**config.mk**
```make
export PLATFORM = sky130hd
export DESIGN_NAME = rgb_to_hsl_converter_flat
export DESIGN_NICKNAME = d
export VERILOG_FILES = /design/src/design/rhsl_pkg.sv /design/src/design/rhsl_rgb_if.sv /design/src/design/rhsl_div.sv /design/src/design/rgb_to_hsl_converter.sv /design/src/flat_wrapper.sv
export SDC_FILE = /design/constraint.sdc
export NUM_CORES = 2
export LEC_CHECK = 0
export BUFFER_PORTS_ARGS = -buffer_cell sky130_fd_sc_hd__buf_2
export CAP_MARGIN = 20
export CORE_UTILIZATION = 60
export CTS_BUF_LIST = sky130_fd_sc_hd__clkbuf_8 sky130_fd_sc_hd__clkbuf_16
export CTS_CLUSTER_DIAMETER = 40
export DETAILED_ROUTE_END_ITERATION = 16
export GPL_TIMING_DRIVEN = 0
export PLACE_DENSITY = 0.76
export RECOVER_POWER = 25
export REMOVE_ABC_BUFFERS = 1
export SYNTH_ARGS = -nofsm -noshare
export SYNTH_HDL_FRONTEND = slang
export SYNTH_SLANG_ARGS = --single-unit
export TNS_END_PERCENT = 5
```
**constraint.sdc**
```tcl
create_clock -name clk -period 13.7 [get_ports clk]
set_input_delay 2.055 -clock clk [delete_from_list [all_inputs] [get_ports clk]]
set_output_delay 2.055 -clock clk [all_outputs]
set_load 0.02 [all_outputs]
```
**src/design/rhsl_pkg.sv**
```systemverilog
// Shared constants and types for the RGB to HSL converter.
// No dependencies; compiled first.
package rhsl_pkg;

  localparam int FRAC_BITS = 12;
  localparam int ONE       = 1 << FRAC_BITS;
  localparam int CH_W      = FRAC_BITS + 1;   // channel and result width
  localparam int SUM_W     = CH_W + 1;        // max + min
  localparam int DEN_W     = CH_W + 3;        // holds 6 * spread
  localparam int Q_W       = FRAC_BITS + 1;   // quotient bits before saturation
  localparam int DIV_STEPS = Q_W;             // one quotient bit per stage

  typedef enum logic [1:0] {
    DOM_RED,
    DOM_GREEN,
    DOM_BLUE
  } dom_t;

  // side data that rides alongside the dividers
  typedef struct packed {
    logic            gray;
    logic            sat_force;
    logic [CH_W-1:0] light;
  } sb_t;

endpackage

```
**src/design/rhsl_rgb_if.sv**
```systemverilog
// Pixel channel interfaces: RGB beats in, HSL beats out.
// Depends on rhsl_pkg.
interface rhsl_rgb_if;
  import rhsl_pkg::*;
  logic            valid;
  logic            ready;
  logic [CH_W-1:0] red;
  logic [CH_W-1:0] green;
  logic [CH_W-1:0] blue;
  modport source (output valid, output red, output green, output blue, input ready);
  modport sink   (input valid, input red, input green, input blue, output ready);
endinterface

interface rhsl_hsl_if;
  import rhsl_pkg::*;
  logic            valid;
  logic            ready;
  logic [CH_W-1:0] hue;
  logic [CH_W-1:0] saturation;
  logic [CH_W-1:0] lightness;
  modport source (output valid, output hue, output saturation, output lightness,
                  input ready);
  modport sink   (input valid, input hue, input saturation, input lightness,
                  output ready);
endinterface

```
**src/design/rhsl_div.sv**
```systemverilog
// Pipelined restoring divider, one quotient bit per stage.
// Depends on rhsl_pkg. Caller guarantees num < 2 * den.
module rhsl_div (
  input  logic                             clk,
  input  logic [rhsl_pkg::DIV_STEPS-1:0]   en,
  input  logic [rhsl_pkg::DEN_W-1:0]       num,
  input  logic [rhsl_pkg::DEN_W-1:0]       den,
  output logic [rhsl_pkg::Q_W-1:0]         quo
);
  import rhsl_pkg::*;

  logic [DEN_W-1:0] rem   [DIV_STEPS];
  logic [DEN_W-1:0] dv    [DIV_STEPS];
  logic [Q_W-1:0]   q     [DIV_STEPS];
  logic [DEN_W-1:0] rem_next [DIV_STEPS];
  logic [DEN_W-1:0] dv_next  [DIV_STEPS];
  logic [Q_W-1:0]   q_next   [DIV_STEPS];

  always_comb begin
    for (int j = 0; j < DIV_STEPS; j++) begin
      logic [DEN_W:0]   r_in;
      logic [DEN_W-1:0] d_in;
      logic [Q_W-1:0]   q_in;
      logic             ge;
      if (j == 0) begin
        r_in = {1'b0, num};
        d_in = den;
        q_in = '0;
      end else begin
        r_in = {rem[j-1], 1'b0};
        d_in = dv[j-1];
        q_in = q[j-1];
      end
      ge = r_in >= {1'b0, d_in};
      rem_next[j] = ge ? DEN_W'(r_in - {1'b0, d_in}) : DEN_W'(r_in);
      dv_next[j]  = d_in;
      q_next[j]   = q_in;
      q_next[j][Q_W-1-j] = ge;
    end
  end

  always_ff @(posedge clk) begin
    for (int j = 0; j < DIV_STEPS; j++) begin
      if (en[j]) begin
        rem[j] <= rem_next[j];
        dv[j]  <= dv_next[j];
        q[j]   <= q_next[j];
      end
    end
  end

  assign quo = q[DIV_STEPS-1];

endmodule

```
**src/design/rgb_to_hsl_converter.sv**
```systemverilog
// RGB to HSL conversion, Q12 fixed point, fully pipelined.
// Depends on rhsl_pkg, rhsl_rgb_if, rhsl_hsl_if and rhsl_div.
//
// Takes one pixel per clock while the output is not stalled and returns one HSL result per pixel, in order.
// On the way from an accepted beat to its valid result,
// four stages find max/min, spread, sum and the divider operands, two
// 13-stage restoring dividers (one for hue, one for saturation, one quotient
// bit per stage) do the divisions, and a final stage saturates into the
// output register. Every stage has its own valid bit and advances when the
// stage after it is empty or moving, so a stalled output only stops the
// beats behind it and empty stages keep filling.
module rgb_to_hsl_converter (
  input logic       clk,
  input logic       rst,
  rhsl_rgb_if.sink  rgb,
  rhsl_hsl_if.source hsl
);
  import rhsl_pkg::*;

  localparam int ST_A    = 0;
  localparam int ST_B    = 1;
  localparam int ST_C    = 2;
  localparam int ST_D    = 3;
  localparam int ST_DIV0 = 4;
  localparam int ST_OUT  = ST_DIV0 + DIV_STEPS;
  localparam int NST     = ST_OUT + 1;

  localparam logic [SUM_W-1:0] ONE_S     = SUM_W'(ONE);
  localparam logic [SUM_W-1:0] TWO_ONE_S = SUM_W'(2 * ONE);
  localparam logic [CH_W-1:0]  ONE_C     = CH_W'(ONE);

  logic [NST-1:0] v;
  logic [NST-1:0] en;

  // per-stage advance: a stage loads when it is empty or its successor loads
  always_comb begin
    en[NST-1] = !v[NST-1] || hsl.ready;
    for (int i = NST - 2; i >= 0; i--) begin
      en[i] = !v[i] || en[i+1];
    end
  end

  assign rgb.ready = en[ST_A];

  always_ff @(posedge clk) begin
    if (rst) begin
      v <= '0;
    end else begin
      if (en[0]) v[0] <= rgb.valid;
      for (int i = 1; i < NST; i++) begin
        if (en[i]) v[i] <= v[i-1];
      end
    end
  end

  // stage A: extremes, dominant channel, pairwise differences
  logic [CH_W-1:0]   s0_mx, s0_mn;
  dom_t              s0_dom;
  logic signed [CH_W:0] s0_gb, s0_br, s0_rg;

  logic [CH_W-1:0] mx_rg, mn_rg, mx_a, mn_a;
  dom_t            dom_a;

  always_comb begin
    mx_rg = (rgb.red > rgb.green) ? rgb.red : rgb.green;
    mn_rg = (rgb.red < rgb.green) ? rgb.red : rgb.green;
    mx_a  = (rgb.blue > mx_rg) ? rgb.blue : mx_rg;
    mn_a  = (rgb.blue < mn_rg) ? rgb.blue : mn_rg;
    if (rgb.red == mx_a)        dom_a = DOM_RED;
    else if (rgb.green == mx_a) dom_a = DOM_GREEN;
    else                        dom_a = DOM_BLUE;
  end

  always_ff @(posedge clk) begin
    if (en[ST_A]) begin
      s0_mx  <= mx_a;
      s0_mn  <= mn_a;
      s0_dom <= dom_a;
      s0_gb  <= $signed({1'b0, rgb.green}) - $signed({1'b0, rgb.blue});
      s0_br  <= $signed({1'b0, rgb.blue}) - $signed({1'b0, rgb.red});
      s0_rg  <= $signed({1'b0, rgb.red}) - $signed({1'b0, rgb.green});
    end
  end

  // stage B: sum and spread
  logic [SUM_W-1:0]     s1_sum;
  logic [CH_W-1:0]      s1_d;
  logic                 s1_gray;
  dom_t                 s1_dom;
  logic signed [CH_W:0] s1_gb, s1_br, s1_rg;

  always_ff @(posedge clk) begin
    if (en[ST_B]) begin
      s1_sum  <= SUM_W'(s0_mx) + SUM_W'(s0_mn);
      s1_d    <= s0_mx - s0_mn;
      s1_gray <= s0_mx == s0_mn;
      s1_dom  <= s0_dom;
      s1_gb   <= s0_gb;
      s1_br   <= s0_br;
      s1_rg   <= s0_rg;
    end
  end

  // stage C: hue numerator and divisor, saturation divisor, lightness
  logic [DEN_W-1:0] d6_c, num_c;
  logic [CH_W-1:0]  sden_c, light_c;
  logic [SUM_W-2:0] half_c;

  always_comb begin
    logic signed [DEN_W:0] gb_x, br_x, rg_x, t;
    gb_x = (DEN_W+1)'(s1_gb);
    br_x = (DEN_W+1)'(s1_br);
    rg_x = (DEN_W+1)'(s1_rg);
    d6_c = (DEN_W'(s1_d) << 2) + (DEN_W'(s1_d) << 1);
    case (s1_dom)
      DOM_RED:   t = (s1_gb < 0) ? gb_x + $signed({1'b0, d6_c}) : gb_x;
      DOM_GREEN: t = $signed({1'b0, DEN_W'(s1_d) << 1}) + br_x;
      DOM_BLUE:  t = $signed({1'b0, DEN_W'(s1_d) << 2}) + rg_x;
      default:   t = '0;
    endcase
    num_c   = t[DEN_W-1:0];
    sden_c  = (s1_sum <= ONE_S) ? s1_sum[CH_W-1:0] : CH_W'(TWO_ONE_S - s1_sum);
    half_c  = s1_sum[SUM_W-1:1];
    light_c = (half_c > (SUM_W-1)'(ONE)) ? ONE_C : half_c[CH_W-1:0];
  end

  logic [DEN_W-1:0] s2_num, s2_d6;
  logic [CH_W-1:0]  s2_d, s2_sden, s2_light;
  logic             s2_big, s2_gray;

  always_ff @(posedge clk) begin
    if (en[ST_C]) begin
      s2_num   <= num_c;
      s2_d6    <= d6_c;
      s2_d     <= s1_d;
      s2_sden  <= sden_c;
      s2_big   <= s1_sum >= TWO_ONE_S;
      s2_light <= light_c;
      s2_gray  <= s1_gray;
    end
  end

  // stage D: saturation forced to full scale when the divisor is gone or
  // the quotient would not fit
  logic [DEN_W-1:0] s3_num, s3_d6, s3_snum, s3_sden;
  sb_t              s3_sb;

  always_ff @(posedge clk) begin
    if (en[ST_D]) begin
      s3_num  <= s2_num;
      s3_d6   <= s2_d6;
      s3_snum <= DEN_W'(s2_d);
      s3_sden <= DEN_W'(s2_sden);
      s3_sb.gray      <= s2_gray;
      s3_sb.sat_force <= s2_big || ({1'b0, s2_d} >= {s2_sden, 1'b0});
      s3_sb.light     <= s2_light;
    end
  end

  // dividers
  logic [Q_W-1:0] hue_q, sat_q;

  rhsl_div u_hue_div (
    .clk (clk),
    .en  (en[ST_DIV0 +: DIV_STEPS]),
    .num (s3_num),
    .den (s3_d6),
    .quo (hue_q)
  );

  rhsl_div u_sat_div (
    .clk (clk),
    .en  (en[ST_DIV0 +: DIV_STEPS]),
    .num (s3_snum),
    .den (s3_sden),
    .quo (sat_q)
  );

  sb_t sb [DIV_STEPS];

  always_ff @(posedge clk) begin
    if (en[ST_DIV0]) sb[0] <= s3_sb;
    for (int j = 1; j < DIV_STEPS; j++) begin
      if (en[ST_DIV0+j]) sb[j] <= sb[j-1];
    end
  end

  // output register
  logic [CH_W-1:0] o_hue, o_sat, o_light;
  sb_t             sb_last;

  assign sb_last = sb[DIV_STEPS-1];

  always_ff @(posedge clk) begin
    if (en[ST_OUT]) begin
      if (sb_last.gray) begin
        o_hue <= '0;
        o_sat <= '0;
      end else begin
        o_hue <= (hue_q > ONE_C) ? ONE_C : hue_q;
        o_sat <= (sb_last.sat_force || sat_q > ONE_C) ? ONE_C : sat_q;
      end
      o_light <= sb_last.light;
    end
  end

  assign hsl.valid      = v[ST_OUT];
  assign hsl.hue        = o_hue;
  assign hsl.saturation = o_sat;
  assign hsl.lightness  = o_light;

endmodule
```
**src/flat_wrapper.sv**
```systemverilog
// flat-port wrapper written by rule: the top's interface ports become plain ports
module rgb_to_hsl_converter_flat import rhsl_pkg::*;
  (clk, rst, rgb_valid, rgb_red, rgb_green, rgb_blue, rgb_ready, hsl_valid, hsl_hue, hsl_saturation, hsl_lightness, hsl_ready);
  rhsl_rgb_if rgb_i ();
  rhsl_hsl_if hsl_i ();
  input logic clk;
  input logic rst;
  input wire logic [$bits(rgb_i.valid)-1:0] rgb_valid;
  input wire logic [$bits(rgb_i.red)-1:0] rgb_red;
  input wire logic [$bits(rgb_i.green)-1:0] rgb_green;
  input wire logic [$bits(rgb_i.blue)-1:0] rgb_blue;
  output wire logic [$bits(rgb_i.ready)-1:0] rgb_ready;
  output wire logic [$bits(hsl_i.valid)-1:0] hsl_valid;
  output wire logic [$bits(hsl_i.hue)-1:0] hsl_hue;
  output wire logic [$bits(hsl_i.saturation)-1:0] hsl_saturation;
  output wire logic [$bits(hsl_i.lightness)-1:0] hsl_lightness;
  input wire logic [$bits(hsl_i.ready)-1:0] hsl_ready;
  assign rgb_i.valid = rgb_valid;
  assign rgb_i.red = rgb_red;
  assign rgb_i.green = rgb_green;
  assign rgb_i.blue = rgb_blue;
  assign rgb_ready = rgb_i.ready;
  assign hsl_valid = hsl_i.valid;
  assign hsl_hue = hsl_i.hue;
  assign hsl_saturation = hsl_i.saturation;
  assign hsl_lightness = hsl_i.lightness;
  assign hsl_i.ready = hsl_ready;
  rgb_to_hsl_converter u_core (.clk(clk), .rst(rst), .rgb(rgb_i), .hsl(hsl_i));
endmodule
```
==> results.sh <==
export IMPL_status="finished clean"
export IMPL_drive_above_1_share_pct=9.89
export IMPL_drc=0
export IMPL_detail_route_wl_per_cell_um=17.8
export IMPL_core_region_area_mm2=0.116
export IMPL_grt_pass1_vias=43412
export IMPL_htree_levels=4
export IMPL_critPathLaunchType="primary input"
export IMPL_wl_um=132000
export IMPL_synth_seq_cells=1410
export IMPL_grt_pass1_wl_um=213000
export IMPL_ys_flop_type="edfxtp_1"
export IMPL_detail_route_antenna_nets=0
export IMPL_fmax_mhz=119
export IMPL_detailed_place_hpwl_um=94800
export IMPL_path_clk_slew_ns=0.07
export IMPL_fin_crit_ns=8.41
export IMPL_cp_buffers_inverters=6
export IMPL_cp_arrival_ns=6.35
export IMPL_fill_cells=7818
export IMPL_worst_slew_pin_slew_ns=0.999
export IMPL_setup_viol=0
export IMPL_hold_viol=0
export IMPL_post_cts_setup_buffer_count=0
export IMPL_die_height_um=344
export IMPL_crit_chain="buf_2, nor2b_1, inv_2, nor2_1, and2_1, inv_4, nor3_1, buf_2, nand3_4, nor2_1, nand3_4, buf_16, buf_2"
export IMPL_cts_tree="done"
export IMPL_grt_start_max_net_pins=79
export IMPL_path_common_cell="buf_2"
export IMPL_min_path_type="reg -> reg"
export IMPL_ios=84
export IMPL_synthTopCellsByCount="1,392 x edfxtp_1, 588 x inv_1, 519 x ha_1, 378 x a21oi_1, 365 x nor2_1"
export IMPL_cts_sinks=1410
export IMPL_drtPass1Iterations=6
export IMPL_start_util_pct=60.5
export IMPL_die_area_mm2=0.118
export IMPL_port_buffers=83
export IMPL_cts_made_buffers=167
export IMPL_wl_met3_um=4090
export IMPL_syn_area_mm2=0.0702
export IMPL_vias_per_cell=5.67
export IMPL_clock_latency_ns=0.78
export IMPL_async_reset_ff_share_pct=0
export IMPL_end_kind="primary output"
export IMPL_path_max_fanout=64
export IMPL_critical_path_class="in -> out"
export IMPL_vias=41858
export IMPL_cp_slowest_cell="nor2_1"
export IMPL_syn_avg_cell_area_um2=12.7
export IMPL_cp_data_required_time_ns=11.64
export IMPL_synth_top_cell_area_share_pct=59.6
export IMPL_drtIter0Drc=2110
export IMPL_cts_hold_buf=0
export IMPL_yosysTopAreaCell="edfxtp_1"
export IMPL_grtUsageTotal_pct=22.6
export IMPL_die_w_um=344
export IMPL_met2WireLength_um=73500
export IMPL_slew_headroom_pct=33.4
export IMPL_skew_ns=0.0487
export IMPL_yosysMostFrequentCell="edfxtp_1"
export IMPL_final_max_slew_viol_count=0
export IMPL_wl_met1_um=47600
export IMPL_synth_edf_count=1392
export IMPL_clockRootBuffer="clkbuf_16"
export IMPL_rsz0062_at_grt="false"
export IMPL_yosys_warnings=0
export IMPL_routabilityCongestion=0.931
export IMPL_crit_family="simple AND/OR/NAND/NOR gates"
export IMPL_drv_cap=0
export IMPL_netlist_instances=5534
export IMPL_gr_total_overflow=0
export IMPL_num_rows=125
export IMPL_cts_path_max_buffers=3
export IMPL_final_nets=6318
export IMPL_timing_final_crit_share_pct=61.4
export IMPL_hold_ws_ns=0.398
export IMPL_antenna_found_initial=3
export IMPL_synth_yosys_seq_area_share_pct=60.1
export IMPL_max_stage_delay_ns=0.51
export IMPL_highest_layer="met5"
export IMPL_synthTopCellsByArea="edfxtp_1 60%, ha_1 9.3%, inv_1 3.1%"
export IMPL_syn2layout_area_growth_pct=12.0
export IMPL_yosysUniqueCellTypes=75
export IMPL_cts_resized=0
registers in the layout (all words and copies together), names as in the netlist, 15 cells and up, named ones only:
| signal | cells |
|---|---|
| u_core.s3_sb | 15 |
| u_core.s3_num | 16 |
| u_core.u_hue_div.dv | 168 |
| u_core.u_sat_div.q | 91 |
| u_core.v | 18 |
| u_core.u_sat_div.dv | 156 |
| u_core.u_hue_div.q | 91 |
| u_core.sb | 195 |
| u_core.s2_num | 16 |
| u_core.u_sat_div.rem | 189 |
| u_core.u_hue_div.rem | 181 |
per-stage QoR:
step / std cells / utilization (%) / setup slack (ns) / cell area (µm²) / setup TNS (ns)
after floorplan: 5444 / - / 2.19 / 69800 / 0
after global placement: 7051 / 62.2 / -1.53 / 72100 / -1.53
after detailed placement: 7077 / 62.7 / 5.05 / 72800 / 0
after CTS: 7386 / 67.8 / 5.32 / 78600 / 0
after global routing: 7387 / 67.8 / 5.03 / 78600 / 0
final: 7388 / 67.8 / 5.29 / 78600 / 0
worst register-to-register path: stages (launching register included):
cell,delay (ns)
dfxtp_1,0.35
nor2b_1,0.43
inv_2,0.48
nor2_1,0.45
and2_1,0.41
inv_4,0.20
nor3_1,0.40
buf_2,0.30
nand3_4,0.21
nor2_1,0.52
inv_2,0.41
buf_12,0.30
path summary, 6_finish.rpt:
path	from	end	slack, ns	depth (start not counted)
max	hsl_ready	rgb_ready	5.29	13
min	u_core.sb[0][77]	u_core.sb[0][92]	0.40	0
max reg2reg	u_core.v[17]	u_core.s2_d6[12]	8.93	11
min reg2reg	u_core.sb[0][77]	u_core.sb[0][92]	0.40	0
metal layers:
layer | global-route usage [%] | vias up
li1 | - | 20660
met3 | 3.03 | 336
met2 | 45.0 | 870
met4 | 11.8 | 4
met1 | 22.5 | 19988
met5 | 0 | -
cell families after synthesis:
| family | after synthesis | share of synthesized area [%] |
|---|---|---|
| flops | 1410 | 60.1 |
| simple gates | 1209 | 8.35 |
| compound gates | 1128 | 10.2 |
| xor+xnor | 382 | 4.77 |
| other cells | 1 | 0.00534 |
| mux | 174 | 2.73 |
| fa+ha+maj | 552 | 10.2 |
| buf+inv | 678 | 3.66 |
layout make-up:
type | instances | area, µm² | area share [%]
Timing Repair Buffer | 110 | 953 | 1.21
Antenna cell | 1 | 2.50 | 0.00318
Clock inverter | 139 | 1580 | 2.01
Clock buffer | 170 | 4240 | 5.40
Sequential cell | 1410 | 42200 | 53.6
Inverter | 588 | 2220 | 2.82
Multi-Input combinational cell | 3446 | 25600 | 32.5
Tap cell | 1524 | 1910 | 2.42
placed cells by master (no fill, tap or decap), types with 20 or more instances in the layout:
master / Yosys / routed
a211oi_1: 35 / 35
a21boi_0: 35 / 35
a21o_1: 155 / 155
a21oi_1: 378 / 377
a31oi_1: 21 / 21
and2_1: 49 / 49
buf_2: 9 / 84
bufinv_16: 0 / 22
clkbuf_16: 0 / 169
clkinv_2: 0 / 29
edfxtp_1: 1392 / 1392
fa_1: 33 / 33
ha_1: 519 / 519
inv_1: 588 / 606
mux2_2: 139 / 139
mux2i_1: 35 / 35
nand2_1: 250 / 244
nand2b_1: 71 / 70
nand3_1: 83 / 80
nand4_1: 73 / 73
nor2_1: 365 / 365
nor2b_1: 109 / 108
nor3_1: 90 / 89
nor4_1: 30 / 30
o211ai_1: 20 / 20
o21a_1: 44 / 44
o21ai_0: 224 / 224
o21bai_1: 24 / 24
o31ai_1: 36 / 36
o41ai_1: 20 / 20
or3_1: 34 / 34
xnor2_1: 218 / 218
xor2_1: 164 / 164
Power is left out: the tool's default activity adds up to more than one toggle a clock period on the data nets, which glitch-free logic cannot reach.
